$ cat src/design/mexp_pkg.sv
// shared types for the modular exponentiation block
`timescale 1ns / 1ps

package mexp_pkg;

	localparam int unsigned FIELD_BITS = 32;

	// operation codes for the shared modular unit
	typedef enum logic [1:0] {
		OP_MUL = 2'b01,
		OP_RED = 2'b10
	} mexp_op_t;

	typedef struct packed {
		logic     start;
		mexp_op_t op;
	} mexp_ctl_t;

	typedef struct packed {
		logic busy;
		logic done;
	} mexp_stat_t;

endpackage

$ cat src/design/mexp_unit.sv
// shared modular unit: shift-and-add multiply mod m, and restoring reduction mod m
`timescale 1ns / 1ps

module mexp_unit #(
	parameter int W = 32
) (
	input  logic                clk,
	input  logic                arst_n,
	input  mexp_pkg::mexp_ctl_t ctl,
	input  logic [W-1:0]        a_in,
	input  logic [W-1:0]        b_in,
	input  logic [W-1:0]        m_in,
	output mexp_pkg::mexp_stat_t stat,
	output logic [W-1:0]        result
);
	import mexp_pkg::*;

	localparam int CW = $clog2(W + 1);

	typedef enum logic [2:0] {
		U_IDLE = 3'b001,
		U_MUL  = 3'b010,
		U_RED  = 3'b100
	} unit_state_t;

	unit_state_t  state_q;
	logic [W-1:0] a_q;
	logic [W-1:0] b_q;
	logic [W-1:0] m_q;
	logic [W-1:0] acc_q;
	logic [CW-1:0] cnt_q;

	logic [W:0]   red_t;
	logic [W:0]   red_diff;
	logic [W-1:0] red_next;
	logic [W-1:0] acc_plus;
	logic [W-1:0] a_dbl;

	// (x + y) mod m for x, y below m
	function automatic logic [W-1:0] add_red(input logic [W-1:0] x, input logic [W-1:0] y,
		input logic [W-1:0] m);
		logic [W:0] s;
		s = {1'b0, x} + {1'b0, y};
		if (s >= {1'b0, m}) begin
			s = s - {1'b0, m};
		end
		return s[W-1:0];
	endfunction

	assign acc_plus = add_red(acc_q, a_q, m_q);
	assign a_dbl    = add_red(a_q, a_q, m_q);

	// one quotient bit a cycle, remainder stays below m
	assign red_t    = {acc_q, a_q[W-1]};
	assign red_diff = red_t - {1'b0, m_q};
	assign red_next = (red_t >= {1'b0, m_q}) ? red_diff[W-1:0] : red_t[W-1:0];

	assign stat.busy = (state_q != U_IDLE);
	assign stat.done = ((state_q == U_MUL) && (b_q == '0)) ||
		((state_q == U_RED) && (cnt_q == '0));
	assign result    = acc_q;

	always_ff @(posedge clk or negedge arst_n) begin
		if (!arst_n) begin
			state_q <= U_IDLE;
			cnt_q   <= '0;
		end else begin
			unique case (state_q)
				U_IDLE: begin
					if (ctl.start) begin
						if (ctl.op == OP_RED) begin
							state_q <= U_RED;
						end else begin
							state_q <= U_MUL;
						end
						cnt_q <= CW'(W);
					end
				end
				U_MUL: begin
					if (b_q == '0) begin
						state_q <= U_IDLE;
					end
				end
				U_RED: begin
					if (cnt_q == '0) begin
						state_q <= U_IDLE;
					end else begin
						cnt_q <= cnt_q - CW'(1);
					end
				end
				default: begin
					state_q <= U_IDLE;
				end
			endcase
		end
	end

	always_ff @(posedge clk) begin
		if (state_q == U_IDLE && ctl.start) begin
			a_q   <= a_in;
			b_q   <= b_in;
			m_q   <= m_in;
			acc_q <= '0;
		end else if (state_q == U_MUL && b_q != '0) begin
			if (b_q[0]) begin
				acc_q <= acc_plus;
			end
			a_q <= a_dbl;
			b_q <= b_q >> 1;
		end else if (state_q == U_RED && cnt_q != '0) begin
			acc_q <= red_next;
			a_q   <= a_q << 1;
		end
	end

endmodule

$ cat src/design/modular_exponentiation.sv
// modular exponentiation top level: right-to-left binary method around one shared modular unit
// sequence per input beat: a check step, which goes straight to the output for a zero modulus or
//   zero exponent; otherwise a base reduction, then per exponent bit a multiply when the bit is
//   set and a squaring unless it is the top set bit, and finally the output load, which waits
//   while the output register still holds a result that has not been taken
// one item at a time: the next beat is accepted only once the sequencer is back in idle after
//   the result loads; reset clears the sequencers and output valid
`timescale 1ns / 1ps

module modular_exponentiation #(
	parameter int OPERAND_BITS = 32
) (
	input  logic        clk,
	input  logic        arst_n,
	input  logic        s_tvalid,
	output logic        s_tready,
	// base_value [31:0], exponent_value [63:32], modulus_value [95:64]
	input  logic [95:0] s_tdata,
	output logic        m_tvalid,
	input  logic        m_tready,
	// power_result [31:0]
	output logic [31:0] m_tdata,
	// zero_modulus_error [0]
	output logic        m_tuser
);
	import mexp_pkg::*;

	localparam int W = OPERAND_BITS;

	typedef enum logic [7:0] {
		S_IDLE = 8'b0000_0001,
		S_CHK  = 8'b0000_0010,
		S_RED  = 8'b0000_0100,
		S_BIT  = 8'b0000_1000,
		S_MUL  = 8'b0001_0000,
		S_SQ0  = 8'b0010_0000,
		S_SQR  = 8'b0100_0000,
		S_FIN  = 8'b1000_0000
	} seq_state_t;

	seq_state_t   state_q;
	logic [W-1:0] base_q;
	logic [W-1:0] exp_q;
	logic [W-1:0] mod_q;
	logic [W-1:0] acc_q;
	logic         err_q;

	logic                      out_valid_q;
	logic [FIELD_BITS-1:0]     out_data_q;
	logic                      out_err_q;

	mexp_ctl_t    u_ctl;
	mexp_stat_t   u_st;
	logic [W-1:0] u_a;
	logic [W-1:0] u_res;
	logic         in_beat;
	logic         out_free;

	assign in_beat  = s_tvalid && s_tready;
	assign s_tready = (state_q == S_IDLE);
	assign out_free = !out_valid_q || m_tready;

	always_comb begin
		u_ctl.start = 1'b0;
		u_ctl.op    = OP_MUL;
		unique case (state_q)
			S_CHK: begin
				if (mod_q != '0 && exp_q != '0) begin
					u_ctl.start = 1'b1;
					u_ctl.op    = OP_RED;
				end
			end
			S_BIT: begin
				u_ctl.start = exp_q[0];
			end
			S_SQ0: begin
				u_ctl.start = (exp_q[W-1:1] != '0);
			end
			default: begin
				u_ctl.start = 1'b0;
			end
		endcase
	end

	// multiply takes the running result, squaring and reduction take the base
	assign u_a = (state_q == S_BIT) ? acc_q : base_q;

	mexp_unit #(
		.W(W)
	) u_unit (
		.clk    (clk),
		.arst_n (arst_n),
		.ctl    (u_ctl),
		.a_in   (u_a),
		.b_in   (base_q),
		.m_in   (mod_q),
		.stat   (u_st),
		.result (u_res)
	);

	always_ff @(posedge clk or negedge arst_n) begin
		if (!arst_n) begin
			state_q <= S_IDLE;
		end else begin
			unique case (state_q)
				S_IDLE: begin
					if (in_beat) begin
						state_q <= S_CHK;
					end
				end
				S_CHK: begin
					if (mod_q == '0 || exp_q == '0) begin
						state_q <= S_FIN;
					end else begin
						state_q <= S_RED;
					end
				end
				S_RED: begin
					if (u_st.done) begin
						state_q <= S_BIT;
					end
				end
				S_BIT: begin
					if (exp_q[0]) begin
						state_q <= S_MUL;
					end else begin
						state_q <= S_SQ0;
					end
				end
				S_MUL: begin
					if (u_st.done) begin
						state_q <= S_SQ0;
					end
				end
				S_SQ0: begin
					// last set bit consumed: the trailing square is not needed
					if (exp_q[W-1:1] == '0) begin
						state_q <= S_FIN;
					end else begin
						state_q <= S_SQR;
					end
				end
				S_SQR: begin
					if (u_st.done) begin
						state_q <= S_BIT;
					end
				end
				S_FIN: begin
					if (out_free) begin
						state_q <= S_IDLE;
					end
				end
				default: begin
					state_q <= S_IDLE;
				end
			endcase
		end
	end

	always_ff @(posedge clk) begin
		if (in_beat) begin
			base_q <= W'(s_tdata[31:0]);
			exp_q  <= W'(s_tdata[63:32]);
			mod_q  <= W'(s_tdata[95:64]);
		end
		if (state_q == S_CHK) begin
			err_q <= (mod_q == '0);
			if (mod_q == '0) begin
				acc_q <= '0;
			end else if (exp_q == '0 || mod_q != W'(1)) begin
				acc_q <= W'(1);
			end else begin
				acc_q <= '0;
			end
		end
		if (state_q == S_RED && u_st.done) begin
			base_q <= u_res;
		end
		if (state_q == S_MUL && u_st.done) begin
			acc_q <= u_res;
		end
		if (state_q == S_SQ0) begin
			exp_q <= exp_q >> 1;
		end
		if (state_q == S_SQR && u_st.done) begin
			base_q <= u_res;
		end
	end

	// output register, filled once the slot is free
	always_ff @(posedge clk or negedge arst_n) begin
		if (!arst_n) begin
			out_valid_q <= 1'b0;
		end else if (state_q == S_FIN && out_free) begin
			out_valid_q <= 1'b1;
		end else if (m_tready) begin
			out_valid_q <= 1'b0;
		end
	end

	always_ff @(posedge clk) begin
		if (state_q == S_FIN && out_free) begin
			out_data_q <= FIELD_BITS'(acc_q);
			out_err_q  <= err_q;
		end
	end

	assign m_tvalid = out_valid_q;
	assign m_tdata  = out_data_q;
	assign m_tuser  = out_err_q;

	a_err_zero: assert property (@(posedge clk) disable iff (!arst_n)
		(m_tvalid && m_tuser) |-> (m_tdata == '0))
		else $error("error beat carries a nonzero result");

	a_done_waits: assert property (@(posedge clk) disable iff (!arst_n)
		u_st.done |-> (state_q == S_RED || state_q == S_MUL || state_q == S_SQR))
		else $error("unit finished while sequencer was not waiting");

	a_start_idle: assert property (@(posedge clk) disable iff (!arst_n)
		u_ctl.start |-> !u_st.busy)
		else $error("unit started while busy");

	a_accept_chk: assert property (@(posedge clk) disable iff (!arst_n)
		in_beat |=> (state_q == S_CHK))
		else $error("accepted beat not checked next");

endmodule

$ cat config.mk
export PLATFORM = sky130hd
export DESIGN_NAME = modular_exponentiation
export DESIGN_NICKNAME = d
export VERILOG_FILES = /design/src/design/mexp_pkg.sv /design/src/design/mexp_unit.sv /design/src/design/modular_exponentiation.sv
export SDC_FILE = /design/constraint.sdc
export NUM_CORES = 1
export LEC_CHECK = 0
export CAP_MARGIN = 10
export CORE_MARGIN = 2
export CORE_UTILIZATION = 25
export CTS_BUF_LIST = sky130_fd_sc_hd__clkbuf_4 sky130_fd_sc_hd__clkbuf_8
export DETAILED_ROUTE_END_ITERATION = 8
export DONT_BUFFER_PORTS = 1
export PLACE_DENSITY = 0.42
export RECOVER_POWER = 50
export SYNTH_ARGS = -nofsm -noshare
export SYNTH_HDL_FRONTEND = slang
export SYNTH_SLANG_ARGS = --single-unit
$ cat constraint.sdc
create_clock -name clk -period 14.71 [get_ports clk]
set_input_delay 0.7355 -clock clk [delete_from_list [all_inputs] [get_ports clk]]
set_output_delay 0.7355 -clock clk [all_outputs]
set_load 0.01 [all_outputs]
# After elaboration in Yosys (flattened, before gate mapping)
# Index checks and enable logic that the tools add are counted.
# Widths: inputs -> output; s select.
[totals]
register_bits = 308
inputBits = 100
output_inout_bits = 35
wordCells = 128
[classes]
add_sub_neg = 6
order_cmp = 3
n_eq_ne = 22
mux = 42
reduce_logical = 39
[op_table]
columns = ["operator", "n"]
rows = [
  ["$mux 32", 17],
  ["$ge 33x32->1", 3],
  ["$logic_not 32->1", 3],
  ["$reduce_bool 32->1", 3],
  ["$sub 32x32->32", 3],
  ["$add 32x32->33", 2],
  ["$mux 31", 2],
  ["$pmux 8 s7", 1],
  ["$mux 8", 6],
  ["$ne 32x1->1 const B", 1],
  ["$logic_not 31->1", 1],
  ["$reduce_bool 31->1", 1],
  ["$mux 6", 3],
  ["$mux 3", 5],
  ["$pmux 6 s2", 1],
  ["$reduce_bool 2->1", 6],
  ["$logic_and 1x1->1", 11],
  ["$ne 2x2->1 const B", 5],
  ["$pmux 3 s3", 1],
  ["$eq 8x1->1 const B", 1],
  ["$eq 8x2->1 const B", 1],
  ["$eq 8x3->1 const B", 1],
  ["$eq 8x4->1 const B", 1],
  ["$eq 8x5->1 const B", 1],
  ["other kinds (21)", 32],
]

# Longest topological paths before layout
[logic_depth]
word_depth = 8
mapped_depth = 24

# By module
# A second synthesis with hierarchy kept.
[hier_totals]
cells_unflattened = 1948
area_unflattened_um2 = 19985.4
[by_module_without_submodules]
columns = ["mod", "n_inst", "cells_each", "area_per_inst_um2"]
rows = [
  ["mexp_unit", 1, 1555, 13063.8],
  ["modular_exponentiation", 1, 393, 6921.6],
]

# Worst setup path after synthesis
# OpenSTA, ideal clock, no wires.
[synth_timing]
kind = "flip-flop to flip-flop"
from = "reg u_unit.a_q[0]"
to = "reg u_unit.acc_q[30], in the netlist u_unit.result[30]"
arrival_time_ns = 4.616
t_required_ns = 14.624
slack_ns = 10.009
stages_incl_launch_ff = 23
path_buffers = 1
path_cell_list = "edfxtp_1 -> ha_1 -> fa_1 -> a21oi_1 -> o21ai_1 -> a21o_1 -> a31oi_1 -> o21ai_0 -> a21o_1 -> a21oi_1 -> xnor2_1 -> ha_1 -> clkbuf_1 -> or2_2 -> a21o_1 -> nand3_1 -> o2111ai_1 -> a21o_1 -> a221o_1 -> a21oi_1 -> xnor2_1 -> nand2_1 -> a211oi_1"
[synth_via]
elab_chain_cells = 5
[synth_rtl]
columns = ["element", "line_no", "text"]
rows = [
  ["start: declaration", "mexp_unit.sv:27", "logic [W-1:0] a_q;"],
  ["start signal: assignment", "mexp_unit.sv:100", "a_q <= a_in;"],
  ["start signal: assignment", "mexp_unit.sv:108", "a_q <= a_dbl;"],
  ["start signal: assignment", "mexp_unit.sv:112", "a_q <= a_q << 1;"],
  ["$add 32x32->33 *", "mexp_unit.sv:43", "s = {1'b0, x} + {1'b0, y};"],
  ["$sub 32x32->32 / $ge 33x32->1 (equally long branches)", "mexp_unit.sv:45, mexp_unit.sv:44", ""],
  ["$mux 32 *", "mexp_unit.sv:44", "if (s >= {1'b0, m}) begin"],
  ["$mux 32 *", "mexp_unit.sv:105", "if (b_q[0]) begin"],
  ["$mux 32 *", "mexp_unit.sv:104", "end else if (state_q == U_MUL && b_q != '0) begin"],
  ["end signal: assignment", "mexp_unit.sv:106", "acc_q <= acc_plus;"],
  ["end signal: assignment", "mexp_unit.sv:111", "acc_q <= red_next;"],
  ["end: declaration", "mexp_unit.sv:30", "logic [W-1:0] acc_q;"],
]
# Mark *: on every way between the ends. The rest lies on a longest branch, timed or not. The select of a mux whose other input is x is not followed.
# A chain may end at the register's enable or synchronous reset.

# Worst setup path after layout
[layout_timing]
from = "reg u_unit.a_q[0]"
to = "reg u_unit.acc_q[1], in the netlist u_unit.result[1]"
# Same word-level chain as after synthesis.

==> reports/metrics.cfg <==
[status]
status=finished with violations
violations=max-capacitance violations, max-slew violations

[clocking]
cts_buffers=59
clock_latency_ns=0.69
clk_pin_slew_worst_paths_ns=0.07
ctsRootBufferMaster=clkbuf_8
cts_tree=done
h-tree-depth=2
cts_buffer_depth=3
postCtsSetupBuffers=0
clkSinkCount=308

[routing]
finalWirelength_mm=66.3
ant_nets=0
routed-via-count=15400
met1_length_mm=32.5
drt-initial-drc-count=1142
drc=0
dr.pass1.iters=5
wl_met2_mm=28.6
viasPerCell=5.04
top_layer=met4
wire_per_inst_um=21.8
dr_wl_met3_mm=3.89

[die]
dieArea_um2=80600
die_h_um=284
core_area_um2=77500
die_w_um=284
rows=102
start_util_pct=25.3
ios=135

[sta]
whs_ns=0.137
final.min_clock_period_ns=6.08
finalClockSkew_ns=0.0440
max_slew_margin_pct=-57.2
rsz0062_at_grt=no
hold_viol=0
drv_slew=170
fin_setup_tns_ns=0
max_freq_mhz=164
setup_viol=0
tightest_slew_ns=2.36
setup_ws_ns=8.63
finalCritPeriodShare_pct=41.3

[min_path]
hp-class=primary input to flop
holdPathStages=0
whs_endpoint=mod_q[0]
hold_path_startpoint=s_tdata[64]

[final_layout]
drive_gt1_share_pct=10.4
syn_to_final_growth_pct=12.2
stdcell_area_um2=22000
nets=2188
post-route-util_pct=28.4

[synth]
synth_top_flop_cell=edfxtp_1
synth.distinct_cells=92
synthArstFlopShare_pct=5.84
yosysMostFrequentCell=edfxtp_1
synth_area_leader_cell=edfxtp_1
synthCells=1944
synth-edff-count=257
synthesis.area_um2=19600
ys_ff_latch=308
avgSynthCellArea_um2=10.1
yosysSeqAreaShare_pct=45.1
synth_common_cells=edfxtp_1 (257), nand2_1 (254), a21oi_1 (175), ha_1 (129), nor2_1 (108)
yosys_warnings=0
syn_nets=2177
synth_top_area_share_pct=39.4
synth.area.top_cells=edfxtp_1 (39%), ha_1 (8.2%), nand2_1 (4.9%), a21oi_1 (4.5%), mux2_2 (3.7%)

[global_route]
grt_first_pass_wirelength_mm=99.4
grtUsageTotal_pct=16.2
grt_overflow_total=0
grt_max_degree=77
grt_pass1_vias=15300
antenna_found_initial=4

[critical_path]
start_kind=flop
path_cells=ha_1 > fa_1 > a21oi_1 > o21ai_1 > a21o_1 > a41o_1 > a211oi_1 > o21bai_1 > xnor2_1 > ha_1 > a21oi_1 > o21ai_0 > a31oi_1 > nand4_1 > a31oi_2 > and2_1 > buf_4 > mux2_2 > nand2_1 > a31oi_1
path_class=flop to flop
reg2reg_depth=20
rrSetupSlack_ns=8.63
crit_slowest_cell=and2_1
timing.rr.start=u_unit.a_q[0]
cp_max_fo=25
critPathArrivalTime_ns=6.60
required_ns=15.23
critPathCaptureType=flop
max_stage_delay_ns=0.56
timing.rr.end=u_unit.result[1]

[power]
p_leak_nw=8.39
power_density_nw_per_um2=199
ir_drop_v=0.0000958

[place]
port-buffer-count=0
placed_cell_area_um2=20800
gp_congestion=0.890
dpl.hpwl_mm=50.2
dp_slack_ns=8.73

[run]
maxCapViolCount=5

==> report_power, final <==
group	leakage, nW	internal [W]	switching, W
Combinational	4.87	0.000730	0.00133
Sequential	2.87	0.00123	0.000162
Clock	0.648	0.000504	0.000414
==> area by class of cell <==
| type | instances | area [um^2] |
|---|---|---|
| clock inverter | 37 | 303 |
| timing repair buffer | 20 | 134 |
| clock buffer | 73 | 930 |
| antenna | 2 | 5.00 |
| inverter | 70 | 263 |
| sequential | 308 | 8830 |
| multi-input combinational | 1496 | 10200 |
| tap | 1040 | 1300 |
| fill | 8130 | 55500 |
==> per-layer routing <==
metal / vias to the layer above / GRT usage [%]
met5: - / 0
met4: 0 / 3.61
met3: 84 / 3.14
met2: 477 / 24.7
met1: 7481 / 23.5
li1: 7325 / -
==> timing repair <==
| item | CTS | global route |
|---|---|---|
| resized for setup | 0 | 0 |
| hold endpoints to repair | 18 | 0 |
| endpoints found under the setup margin | 0 | 0 |
| hold buffers | 1 | 0 |
==> stage by stage <==
stage | power, W | instances
after global placement | 0.00344 | 2933
after global routing | 0.00469 | 3044
after floorplan | 0.00285 | 1944
final | 0.00437 | 3046
after detailed placement | 0.00344 | 2933
after CTS | 0.00439 | 3044
==> layout by cell type (no fill, tap or decap), types with 15 or more instances in the layout <==
cell type,instances
a211oi_1,34
a21o_1,48
a21oi_1,173
a31oi_1,17
and2_1,45
clkbuf_8,61
clkinv_1,20
dfrtp_1,16
dfxtp_1,33
edfxtp_1,257
ha_1,129
inv_1,69
mux2_2,64
mux2i_1,23
nand2_1,254
nand2b_1,19
nand3_1,46
nand4_1,19
nor2_1,107
nor2b_1,16
nor3_1,28
nor4_1,29
o211ai_1,15
o21a_1,18
o21ai_0,101
o21bai_1,17
o221ai_1,20
xnor2_1,62
xor2_1,53
==> worst max path at each step <==
stage                             start           endpoint  slack (ns)  cells after the start
after floorplan           u_unit.a_q[0]  u_unit.result[30]       10.01                     22
after global placement    u_unit.a_q[0]   u_unit.result[1]        8.90                     20
after detailed placement  u_unit.a_q[0]   u_unit.result[1]        8.73                     20
after CTS                 u_unit.a_q[0]   u_unit.result[1]        8.67                     20
after global routing      u_unit.a_q[0]   u_unit.result[1]        8.10                     20
final                     u_unit.a_q[0]   u_unit.result[1]        8.63                     20
==> kinds of logic after synthesis <==
group / share of synthesized area, %
flip-flops: 45.1
multiplexers: 4.91
XOR/XNOR: 5.14
buffers and inverters: 3.00
AO/OA/AOI/OAI: 18.3
adder cells (fa/ha/maj): 8.65
AND/OR/NAND/NOR: 15.0
==> worst max-delay path: cells and delay by family, from the launching register on <==
kind | cells | cell delay (ns)
XOR/XNOR | 1 | 0.23
multiplexers | 1 | 0.37
adder cells (fa/ha/maj) | 3 | 1.04
flip-flops | 1 | 0.45
buffers and inverters | 1 | 0.38
AND/OR/NAND/NOR | 3 | 0.77
AO/OA/AOI/OAI | 11 | 2.64
Power figures use the tool's default switching activity.
